## src/hdl/olam_pkg.sv

```systemverilog
// Package with shared widths, operation and status codes, and the cell control struct.
`timescale 1ns / 1ps

package olam_pkg;

  // Fixed field widths of the input and result words.
  localparam int OP_W  = 2;
  localparam int VAL_W = 32;
  localparam int ST_W  = 3;
  localparam int LEN_W = 5;

  // Defaults for the top-level parameters.
  localparam int DEPTH_DEF      = 16;
  localparam int ELEM_WIDTH_DEF = 32;

  // Operation codes.
  localparam logic [OP_W-1:0] OP_APPEND = 2'd0;
  localparam logic [OP_W-1:0] OP_REMOVE = 2'd1;
  localparam logic [OP_W-1:0] OP_CLEAR  = 2'd2;

  // Status codes.
  localparam logic [ST_W-1:0] STS_APPENDED = 3'd0;
  localparam logic [ST_W-1:0] STS_FULL     = 3'd1;
  localparam logic [ST_W-1:0] STS_REMOVED  = 3'd2;
  localparam logic [ST_W-1:0] STS_NOTFOUND = 3'd3;
  localparam logic [ST_W-1:0] STS_CLEARED  = 3'd4;
  localparam logic [ST_W-1:0] STS_INVALID  = 3'd5;

  // Control broadcast from the controller to every cell.
  typedef struct packed {
    logic append;  // write the append data into the cell at the current count
    logic live;    // the scan token is still inside the occupied part of the list
  } cell_ctl_t;

endpackage

```

## src/hdl/olam_if.sv

```systemverilog
// Valid/ready channel interfaces for the input word and the result word.
`timescale 1ns / 1ps

interface olam_in_if;
  import olam_pkg::*;

  logic             valid;
  logic             ready;
  logic [OP_W-1:0]  op;
  logic [VAL_W-1:0] value;

  modport source (output valid, output op, output value, input ready);
  modport sink (input valid, input op, input value, output ready);
endinterface

interface olam_out_if;
  import olam_pkg::*;

  logic             valid;
  logic             ready;
  logic [ST_W-1:0]  status;
  logic [LEN_W-1:0] length;

  modport source (output valid, output status, output length, input ready);
  modport sink (input valid, input status, input length, output ready);
endinterface

```

## src/hdl/olam_cell.sv

```systemverilog
// One list cell: holds an entry, takes appends and passes the scan token to its neighbor.
`timescale 1ns / 1ps

module olam_cell #(
  parameter int ELEM_WIDTH = 32,
  parameter int CNT_W      = 5,
  parameter int IDX        = 0
) (
  input  logic                  clk,
  input  logic                  rst_n,
  input  olam_pkg::cell_ctl_t   ctl,
  input  logic [CNT_W-1:0]      count_i,
  input  logic [ELEM_WIDTH-1:0] wr_data,
  input  logic [ELEM_WIDTH-1:0] key,
  input  logic [ELEM_WIDTH-1:0] next_entry,
  input  logic                  tok_in,
  input  logic                  shf_in,
  output logic [ELEM_WIDTH-1:0] entry_o,
  output logic                  tok_o,
  output logic                  shf_o
);
  import olam_pkg::*;

  localparam logic [CNT_W-1:0] MY_IDX = CNT_W'(IDX);

  logic [ELEM_WIDTH-1:0] entry_r, entry_nxt;
  logic                  tok_r;
  logic                  shf_r;
  logic                  hit;

  // A searching token that finds its key turns into a shifting token here.
  assign hit = tok_r && !shf_r && ctl.live && (entry_r == key);

  always_comb begin
    entry_nxt = entry_r;
    if (ctl.append && (count_i == MY_IDX)) begin
      entry_nxt = wr_data;
    end else if (tok_r && (shf_r || hit)) begin
      entry_nxt = next_entry;
    end
  end

  always_ff @(posedge clk) begin
    if (!rst_n) begin
      tok_r <= 1'b0;
      shf_r <= 1'b0;
    end else begin
      tok_r <= tok_in;
      shf_r <= shf_in;
    end
  end

  always_ff @(posedge clk) begin
    entry_r <= entry_nxt;
  end

  assign entry_o = entry_r;
  assign tok_o   = tok_r;
  assign shf_o   = shf_r || hit;

endmodule

```

## src/hdl/olam_ctrl.sv

```systemverilog
// Controller: handshakes, fill count, remove sequencing and the result register.
`timescale 1ns / 1ps

module olam_ctrl #(
  parameter int DEPTH      = 16,
  parameter int ELEM_WIDTH = 32,
  parameter int CNT_W      = 5
) (
  input  logic                  clk,
  input  logic                  rst_n,
  olam_in_if.sink               in_ch,
  olam_out_if.source            out_ch,
  output olam_pkg::cell_ctl_t   ctl,
  output logic [CNT_W-1:0]      count_o,
  output logic [ELEM_WIDTH-1:0] wr_data,
  output logic [ELEM_WIDTH-1:0] key,
  output logic                  start_tok,
  input  logic                  last_tok,
  input  logic                  last_shf
);
  import olam_pkg::*;

  localparam int IDX_W = $clog2(DEPTH);

  localparam logic [1:0] S_IDLE = 2'd0;
  localparam logic [1:0] S_SCAN = 2'd1;
  localparam logic [1:0] S_POST = 2'd2;

  logic [1:0]            state_r, state_nxt;
  logic [CNT_W-1:0]      count_r, count_nxt;
  logic [IDX_W-1:0]      idx_r, idx_nxt;
  logic [ELEM_WIDTH-1:0] key_r, key_nxt;
  logic                  found_r, found_nxt;
  logic                  out_valid_r, out_valid_nxt;
  logic [ST_W-1:0]       status_r, status_nxt;
  logic [LEN_W-1:0]      length_r, length_nxt;
  logic [VAL_W+63:0]     val_ext;
  logic                  fire;
  logic                  out_free;
  logic                  load;
  logic                  append;

  function automatic logic [LEN_W-1:0] len_of(input logic [CNT_W-1:0] c);
    logic [CNT_W+LEN_W-1:0] e;
    e = {{LEN_W{1'b0}}, c};
    return e[LEN_W-1:0];
  endfunction

  assign val_ext  = {64'd0, in_ch.value};
  assign wr_data  = val_ext[ELEM_WIDTH-1:0];
  assign out_free = !out_valid_r || out_ch.ready;
  assign in_ch.ready = (state_r == S_IDLE) && out_free;
  assign fire     = in_ch.valid && in_ch.ready;

  always_comb begin
    state_nxt     = state_r;
    count_nxt     = count_r;
    idx_nxt       = idx_r;
    key_nxt       = key_r;
    found_nxt     = found_r;
    out_valid_nxt = out_valid_r && !out_ch.ready;
    status_nxt    = status_r;
    length_nxt    = length_r;
    load          = 1'b0;
    append        = 1'b0;
    start_tok     = 1'b0;
    case (state_r)
      S_IDLE: begin
        if (fire) begin
          case (in_ch.op)
            OP_APPEND: begin
              load = 1'b1;
              if (count_r < CNT_W'(DEPTH)) begin
                append     = 1'b1;
                count_nxt  = count_r + CNT_W'(1);
                status_nxt = STS_APPENDED;
              end else begin
                status_nxt = STS_FULL;
              end
            end
            OP_REMOVE: begin
              key_nxt   = wr_data;
              idx_nxt   = '0;
              start_tok = 1'b1;
              state_nxt = S_SCAN;
            end
            OP_CLEAR: begin
              load       = 1'b1;
              count_nxt  = '0;
              status_nxt = STS_CLEARED;
            end
            default: begin
              load       = 1'b1;
              status_nxt = STS_INVALID;
            end
          endcase
        end
      end
      S_SCAN: begin
        idx_nxt = idx_r + IDX_W'(1);
        if (last_tok) begin
          found_nxt = last_shf;
          state_nxt = S_POST;
        end
      end
      S_POST: begin
        if (out_free) begin
          load       = 1'b1;
          state_nxt  = S_IDLE;
          if (found_r) begin
            count_nxt  = count_r - CNT_W'(1);
            status_nxt = STS_REMOVED;
          end else begin
            status_nxt = STS_NOTFOUND;
          end
        end
      end
      default: begin
        state_nxt = S_IDLE;
      end
    endcase
    if (load) begin
      out_valid_nxt = 1'b1;
      length_nxt    = len_of(count_nxt);
    end
  end

  always_ff @(posedge clk) begin
    if (!rst_n) begin
      state_r     <= S_IDLE;
      count_r     <= '0;
      out_valid_r <= 1'b0;
    end else begin
      state_r     <= state_nxt;
      count_r     <= count_nxt;
      out_valid_r <= out_valid_nxt;
    end
  end

  always_ff @(posedge clk) begin
    idx_r    <= idx_nxt;
    key_r    <= key_nxt;
    found_r  <= found_nxt;
    status_r <= status_nxt;
    length_r <= length_nxt;
  end

  assign ctl.append = append;
  assign ctl.live   = (state_r == S_SCAN) && (CNT_W'(idx_r) < count_r);
  assign count_o    = count_r;
  assign key        = key_r;

  assign out_ch.valid  = out_valid_r;
  assign out_ch.status = status_r;
  assign out_ch.length = length_r;

`ifndef SYNTHESIS
  a_count_bound: assert property (@(posedge clk) disable iff (!rst_n)
    count_r <= CNT_W'(DEPTH))
    else $error("fill count above depth");

  a_no_accept_busy: assert property (@(posedge clk) disable iff (!rst_n)
    (state_r != S_IDLE) |-> !in_ch.ready)
    else $error("input accepted during a remove");

  a_post_loads: assert property (@(posedge clk) disable iff (!rst_n)
    (state_r == S_POST && out_free) |=> (out_valid_r && state_r == S_IDLE))
    else $error("remove result not delivered");

  a_remove_dec: assert property (@(posedge clk) disable iff (!rst_n)
    (state_r == S_POST && out_free && found_r) |=>
      (count_r == $past(count_r) - CNT_W'(1)))
    else $error("successful remove did not shorten the list");

  a_stall_hold: assert property (@(posedge clk) disable iff (!rst_n)
    (out_valid_r && !out_ch.ready) |=> (out_valid_r && $stable(status_r)))
    else $error("stalled result changed");
`endif

endmodule

```

## src/hdl/ordered_list_append_remove_match_top.sv

```systemverilog
// Top level of the ordered list with append, remove-first-match and clear.
// The list is a row of DEPTH cells, each holding one entry. For append, clear
// and an unknown operation the word is accepted and its result is in the
// output register at the next edge, and a new word is taken as soon as that
// register is free or being emptied. A remove is a scan: a token enters the
// first cell the cycle after acceptance and walks one cell per cycle to the
// end of the row, comparing each entry against the key; at the first match
// it starts to pull every later entry one slot forward, cell by cell, and the
// controller reports the outcome once the token leaves the last cell and the
// output register is free. No word is accepted while a remove is walking the
// row. Entries at or beyond the fill count hold stale data and are never
// compared. The length field reports the fill count after the step,
// truncated to five bits when DEPTH exceeds 31.
`timescale 1ns / 1ps

module ordered_list_append_remove_match_top #(
  parameter int DEPTH      = olam_pkg::DEPTH_DEF,
  parameter int ELEM_WIDTH = olam_pkg::ELEM_WIDTH_DEF
) (
  input  logic       clk,
  input  logic       rst_n,
  olam_in_if.sink    in_ch,
  olam_out_if.source out_ch
);
  import olam_pkg::*;

  localparam int CNT_W = $clog2(DEPTH + 1);

  cell_ctl_t             ctl;
  logic [CNT_W-1:0]      count;
  logic [ELEM_WIDTH-1:0] wr_data;
  logic [ELEM_WIDTH-1:0] key;
  logic                  start_tok;

  // Per-cell signals; index i is cell i, the head of the list is cell 0.
  logic [ELEM_WIDTH-1:0] entry [DEPTH];
  logic [ELEM_WIDTH-1:0] next_entry [DEPTH];
  logic [DEPTH-1:0]      tok;
  logic [DEPTH-1:0]      shf;
  logic [DEPTH-1:0]      tok_in;
  logic [DEPTH-1:0]      shf_in;

  olam_ctrl #(
    .DEPTH      (DEPTH),
    .ELEM_WIDTH (ELEM_WIDTH),
    .CNT_W      (CNT_W)
  ) u_ctrl (
    .clk       (clk),
    .rst_n     (rst_n),
    .in_ch     (in_ch),
    .out_ch    (out_ch),
    .ctl       (ctl),
    .count_o   (count),
    .wr_data   (wr_data),
    .key       (key),
    .start_tok (start_tok),
    .last_tok  (tok[DEPTH-1]),
    .last_shf  (shf[DEPTH-1])
  );

  // The token enters at the head in search mode and ripples toward the tail.
  assign tok_in = {tok[DEPTH-2:0], start_tok};
  assign shf_in = {shf[DEPTH-2:0], 1'b0};

  for (genvar i = 0; i < DEPTH; i++) begin : g_cell
    // The tail cell has no neighbor; what it pulls in lies beyond the count.
    if (i == DEPTH - 1) begin : g_tail
      assign next_entry[i] = entry[i];
    end else begin : g_body
      assign next_entry[i] = entry[i+1];
    end

    olam_cell #(
      .ELEM_WIDTH (ELEM_WIDTH),
      .CNT_W      (CNT_W),
      .IDX        (i)
    ) u_cell (
      .clk        (clk),
      .rst_n      (rst_n),
      .ctl        (ctl),
      .count_i    (count),
      .wr_data    (wr_data),
      .key        (key),
      .next_entry (next_entry[i]),
      .tok_in     (tok_in[i]),
      .shf_in     (shf_in[i]),
      .entry_o    (entry[i]),
      .tok_o      (tok[i]),
      .shf_o      (shf[i])
    );
  end

`ifndef SYNTHESIS
  a_one_token: assert property (@(posedge clk) disable iff (!rst_n)
    $onehot0(tok))
    else $error("more than one scan token in the row");

  a_token_enters: assert property (@(posedge clk) disable iff (!rst_n)
    start_tok |=> (tok[0] && !shf[DEPTH-1] || tok[0]))
    else $error("scan token did not enter the head cell");

  a_no_append_scan: assert property (@(posedge clk) disable iff (!rst_n)
    (|tok) |-> !ctl.append)
    else $error("append during a scan");
`endif

endmodule
```

## src/flat_wrapper.sv

```systemverilog
// flat-port wrapper written by rule: the top's interface ports become plain ports
module ordered_list_append_remove_match_top_flat import olam_pkg::*;
#(
  parameter int DEPTH      = olam_pkg::DEPTH_DEF,
  parameter int ELEM_WIDTH = olam_pkg::ELEM_WIDTH_DEF
)
  (clk, rst_n, in_ch_valid, in_ch_op, in_ch_value, in_ch_ready, out_ch_valid, out_ch_status, out_ch_length, out_ch_ready);
  olam_in_if in_ch_i ();
  olam_out_if out_ch_i ();
  input  logic clk;
  input  logic rst_n;
  input wire logic [$bits(in_ch_i.valid)-1:0] in_ch_valid;
  input wire logic [$bits(in_ch_i.op)-1:0] in_ch_op;
  input wire logic [$bits(in_ch_i.value)-1:0] in_ch_value;
  output wire logic [$bits(in_ch_i.ready)-1:0] in_ch_ready;
  output wire logic [$bits(out_ch_i.valid)-1:0] out_ch_valid;
  output wire logic [$bits(out_ch_i.status)-1:0] out_ch_status;
  output wire logic [$bits(out_ch_i.length)-1:0] out_ch_length;
  input wire logic [$bits(out_ch_i.ready)-1:0] out_ch_ready;
  assign in_ch_i.valid = in_ch_valid;
  assign in_ch_i.op = in_ch_op;
  assign in_ch_i.value = in_ch_value;
  assign in_ch_ready = in_ch_i.ready;
  assign out_ch_valid = out_ch_i.valid;
  assign out_ch_status = out_ch_i.status;
  assign out_ch_length = out_ch_i.length;
  assign out_ch_i.ready = out_ch_ready;
  ordered_list_append_remove_match_top #(.DEPTH(DEPTH), .ELEM_WIDTH(ELEM_WIDTH)) u_core (.clk(clk), .rst_n(rst_n), .in_ch(in_ch_i), .out_ch(out_ch_i));
endmodule
```

## config.mk

```make
export PLATFORM = sky130hd
export DESIGN_NAME = ordered_list_append_remove_match_top_flat
export DESIGN_NICKNAME = d
export VERILOG_FILES = /design/src/hdl/olam_pkg.sv /design/src/hdl/olam_if.sv /design/src/hdl/olam_cell.sv /design/src/hdl/olam_ctrl.sv /design/src/hdl/ordered_list_append_remove_match_top.sv /design/src/flat_wrapper.sv
export SDC_FILE = /design/constraint.sdc
export NUM_CORES = 1
export LEC_CHECK = 0
export BUFFER_PORTS_ARGS = -buffer_cell sky130_fd_sc_hd__buf_2
export CORE_ASPECT_RATIO = 0.5
export CORE_MARGIN = 4
export CORE_UTILIZATION = 60
export CTS_CLUSTER_SIZE = 20
export DETAILED_ROUTE_END_ITERATION = 16
export GPL_ROUTABILITY_DRIVEN = 1
export PLACE_DENSITY = 0.76
export SYNTH_ARGS = -nofsm -noshare
export SYNTH_HDL_FRONTEND = slang
export SYNTH_HIERARCHICAL = 1
export SYNTH_SLANG_ARGS = --single-unit
```

## constraint.sdc

```tcl
create_clock -name clk -period 7.4 [get_ports clk]
set_clock_uncertainty 0.05 [all_clocks]
set_input_delay 0 -clock clk [delete_from_list [all_inputs] [get_ports clk]]
set_output_delay 0 -clock clk [all_outputs]
set_load 0.05 [all_outputs]
```

* Word-level counts from Yosys, hierarchy flattened *
Cells that the tools add are included.

word-level totals
  register bits after elaboration = 596
  logic and storage cells = 301

cells by class
  add/sub/neg operators = 3
  mux-type cells = 60
  $lt $le $gt $ge = 2
  reductions and logical operators = 141
  equal/unequal tests = 40

operator list
  kind                                                             number
  32-bit two-way mux                                               30
  32-bit == test                                                   16
  1-bit logical AND                                                82
  5-bit by 4-bit == test with 1-bit output, second input constant  8
  2-bit nonzero test                                               17
  5-bit by 3-bit == test with 1-bit output, second input constant  4
  5-bit two-way mux                                                4
  5-bit case mux with 2 select lines                               2
  1-bit logical NOT                                                17
  1-bit logical OR                                                 16
  1-bit two-way mux                                                11
  5-bit by 2-bit == test with 1-bit output, second input constant  2
  3-bit case mux with 3 select lines                               1
  3-bit AND reduction                                              3
  2-bit two-way mux                                                4
  4-bit two-way mux                                                2
  2-bit != test, second input constant                             4
  4-bit case mux with 2 select lines                               1
  4-bit AND reduction                                              2
  3-bit two-way mux                                                2
  2-bit case mux with 3 select lines                               1
  3-bit case mux with 2 select lines                               1
  5-bit by 1-bit adder with 5-bit output, second input constant    1
  5-bit by 1-bit == test with 1-bit output, second input constant  1
  11 further kinds                                                 14

* Logic depth before layout (Yosys ltp) *
  depth after elaboration = 8
  mapped depth = 12
  depth with buffers taken out = 10

* Hierarchy *
Netlist, hierarchy kept.

by module, submodules not included
  module                                     area an instance (µm²)  cells each  instances  seq. area each (µm²)
  olam_cell at u_core.g_cell[10].u_cell ...  1791.7                  187         4          1001.0
  olam_cell at u_core.g_cell[1].u_cell ...   1790.5                  187         4          1001.0
  olam_cell at u_core.g_cell[11].u_cell ...  1784.2                  119         4          1001.0
  olam_ctrl                                  2452.4                  197         1          1511.4
  olam_cell at u_core.g_cell[0].u_cell       1811.7                  187         1          1001.0
  olam_cell at u_core.g_cell[3].u_cell       1796.7                  188         1          1001.0
  olam_cell at u_core.g_cell[12].u_cell      1788.0                  187         1          1001.0
  olam_cell at u_core.g_cell[15].u_cell      1781.7                  119         1          1001.0
  ordered_list_append_remove_match_top       3.8                     1           1          0.0

* Worst setup path after synthesis *
No wires, ideal clock.

  path kind = register to register
  start point = register u_core.u_ctrl.count_r[1] (netlist: u_core/u_ctrl/count_o[1])
  end point = register u_core.g_cell[10].u_cell.entry_r[0] (enable)
  clock period less this slack = 3.675 ns
  cell stages (with the launch flop) = 10
  library setup time = 0.388 ns
  data arrival time = 3.237 ns
  path slack = 3.725 ns
  path buffers = 0
  required time = 6.962 ns
  cell sequence = dfxtp_1 > inv_1 > ha_1 > a21o_1 > a21oi_1 > o311a_1 > nand3_1 > or4_1 > nor4_2 > a211o_1

RTL lines
  item                    line              text
  start, declared         olam_ctrl.sv:30   logic [CNT_W-1:0] count_r, count_nxt;
  start signal, assigned  olam_ctrl.sv:135  count_r <= count_nxt;
  end signal, assigned    olam_cell.sv:54   entry_r <= entry_nxt;
  end, declared           olam_cell.sv:26   logic [ELEM_WIDTH-1:0] entry_r, entry_nxt;

==> reports/qor.csv <==
metric,value,unit
number of flops mapped to enable cells by yosys,557,
synth warn,6,
"area leader, netlist",edfxtp_1,
Worst Setup SP,u_core/u_ctrl/count_o[1]$_SDFF_PN0_,
status,"finished, final reports clean",
Vias,20467,
post-cts resize count,0,
io pins,48,
CTS tree,built,
#FFs+latches synth,597,
fin crit period,4770,ps
final setup vio count,0,
simple-gate share of the synthesized area,19.8,%
htree depth,2,
number of antenna violations at the first check in global routing,5,
Syn Std Cell Area,31100,µm²
die area,55800,µm²
top post-synthesis cells by area,"edfxtp_1, nand2_1, xnor2_1",
core footprint,50700,µm²
Starting Density,61.3,%
number of global-route vias before repair,19477,
worst-margin pin slew,1320,ps
slew margin rel.,11.9,%
mux share of post-synthesis cell area,5.83,%
Fillers,3692,
die height,169,µm
CP Max Fanout,32,
Critical Path AT,4900,ps
pwr dens,195,nW/µm²
# DRC,0,
sequential-to-total area share from yosys stat,56.4,%
Final Cycle Share,64.4,%
Via density,5.64,
Worst Setup Start Kind,register,
hold_sp,in_ch_op[0],
Mapped Cells,2851,
setup repair after global routing missed its margin,false,
dpl hpwl,50600,µm
Final Hold Fails,0,
first-pass GRT wire length,110000,µm
final wirelength,70200,µm
post-CTS setup repair buffer count,0,
ys flop type,edfxtp_1,
Achievable Freq,210,MHz
xor/xnor cell area share of the yosys netlist,14.5,%
Critical Setup Path Class,reg2reg,
CTS Buf Count,53,
layout net count,2941,
Max VDD drop,164,µV
Tot Pwr,6610,µW
final estimated routing congestion in global placement,0.837,
largest family of logic cells by synthesized area,simple AND/OR/NAND/NOR gates,
number of distinct library cells after synthesis,54,
"Area growth, synth to finish",8.70,%
Synth Area per Inst,10.9,µm²
worst reg-to-reg path cell count,9,
FP Rows,58,
Hold Path Class,in2reg,
syn_nets,2895,
clk_lat worst skew,600,ps
largest buffer count on any clock path,3,
number of max-cap violations,0,
Critical Path RT,7540,ps
Global Route Usage Sum,25.2,%
post-synth top area share,53.8,%
post-synthesis adder-cell area fraction,0.241,%
"CTS clk-pin slew, worst paths",70,ps
layout cells sized above 1,11.2,%
Root Driver,clkbuf_16,
WL per Instance,19.3,µm
# port buffers,47,
"synthesized-area fraction occupied by ao, oa, aoi and oai cells",0.990,%
"antenna viol nets, final",0,
r2r startpoint,u_core/u_ctrl/count_o[1]$_SDFF_PN0_,
Hold Path Cell Cnt,4,
Die X,330,µm
GRT overflow,0,
Post-synth ARST share,0,%
Fin Setup TNS,0,ps
Leak,0.0104,µW
max-slew violation count,0,
DR pass1 iterations,6,
nature of the critical path endpoint,register,
pin count of the biggest net entering global routing,38,
First DRT Iteration DRCs,1919,
hold slack,356,ps
Clock Sinks,597,
==> cells in the final DEF, fill, tap and decap left out, types with 38 or more instances in the layout <==
master         netlist  routed
buf_2               22      47
xor2_1             198     198
dlygate4sd3_1        0      39
mux2_2             161     161
xnor2_1            317     317
clkbuf_16            0      53
nand2_1           1059    1059
nand4_1             83      83
edfxtp_1           557     557
dfxtp_1             40      40
nand3_1             42      42
nor4_1              38      38
==> sequential cells by signal, indices dropped and copies added (netlist names) <==
signal,count
u_core/u_ctrl/out_ch.status,3
u_core/u_ctrl/out_ch.length,5
u_core/g_cell.u_cell/tok_o,16
u_core/u_ctrl/out_ch.valid,1
u_core/u_ctrl/idx_r,4
u_core/u_ctrl/key,32
u_core/g_cell.u_cell/entry_o,512
u_core/u_ctrl/count_o,5
u_core/u_ctrl/state_r,2
u_core/g_cell.u_cell/shf_r,16
u_core/u_ctrl/found_r,1
==> final cells by class <==
class | count | area [µm²] | share of cell area (%)
inverters | 19 | 71.3 | 0.211
diodes | 5 | 12.5 | 0.0370
repair buffers | 114 | 836 | 2.47
clock inverters | 15 | 120 | 0.355
well taps | 690 | 863 | 2.55
flip-flops and latches | 597 | 17500 | 51.8
multi-input cells | 2112 | 12900 | 38.2
clock buffers | 80 | 1480 | 4.37
==> repair_timing <==
action | 4_1_cts | 5_1_grt
hold buffers | 39 | 0
endpoints found under the hold margin | 429 | 0
endpoints found under the setup margin | 0 | 0
==> path summary, 6_finish.rpt <==
check / endpoint / slack [ps]
setup reg to reg: u_core/g_cell[1].u_cell/entry_o[25]$_DFFE_PP_ / 2630
hold / removal: u_core/u_ctrl/out_ch.status[0]$_DFFE_PP_ / 360
setup / recovery: u_core/g_cell[1].u_cell/entry_o[25]$_DFFE_PP_ / 2630
hold reg to reg: u_core/g_cell[4].u_cell/tok_o$_SDFF_PN0_ / 450
==> per-layer routing <==
metal	vias up	global-route usage, %	wire length (µm)
met1	9801	38.5	32900
met3	122	3.62	5460
met4	0	7.40	1810
li1	9808	-	-
met2	736	37.9	30100
met5	-	0	0
==> per-stage QoR <==
stage	instance area, µm²	instances	utilization [%]	setup WS [ps]
after detailed placement	31800	3493	62.7	2700
after global placement	31800	3493	62.7	2830
final	33800	3632	66.6	2630
after floorplan	31100	2851	-	3720
after global routing	33800	3631	66.6	2250
after CTS	33800	3627	66.6	2700
==> critical path, cell delays in order, from the launching register on <==
cell and delay [ps]:
dfxtp_1 740, inv_1 140, ha_1 320, a21o_1 150, a21oi_1 210, o311a_1 810, nand3_1 120, or4_1 450
nor4_2 310, a211o_1 1030
==> cells by family (layout without fill, tap and decap cells) <==
group / Yosys count / after routing
fa+ha+maj: 6 / 6
simple gates: 1389 / 1389
other cells: 1 / 6
mux: 161 / 161
flops: 597 / 597
xor+xnor: 515 / 515
buf+inv: 142 / 228
compound gates: 40 / 40
==> Yosys cell counts, types with 16 or more instances <==
master	count
nand2_1	1059
edfxtp_1	557
xnor2_1	317
xor2_1	198
mux2_2	161
nand4_1	83
nand3_1	42
dfxtp_1	40
nor4_1	38
clkbuf_1	37
and2_1	35
buf_4	33
buf_1	27
buf_2	22
nor3_1	22
inv_1	18
a211o_1	16
or2_1	16
==> where the power goes <==
| part | internal [µW] | switching [µW] |
|---|---|---|
| Sequential | 3660 | 46.4 |
| Combinational | 91.5 | 168 |
| Clock | 1440 | 1200 |
No activity file was read; power rests on OpenSTA's default activity.
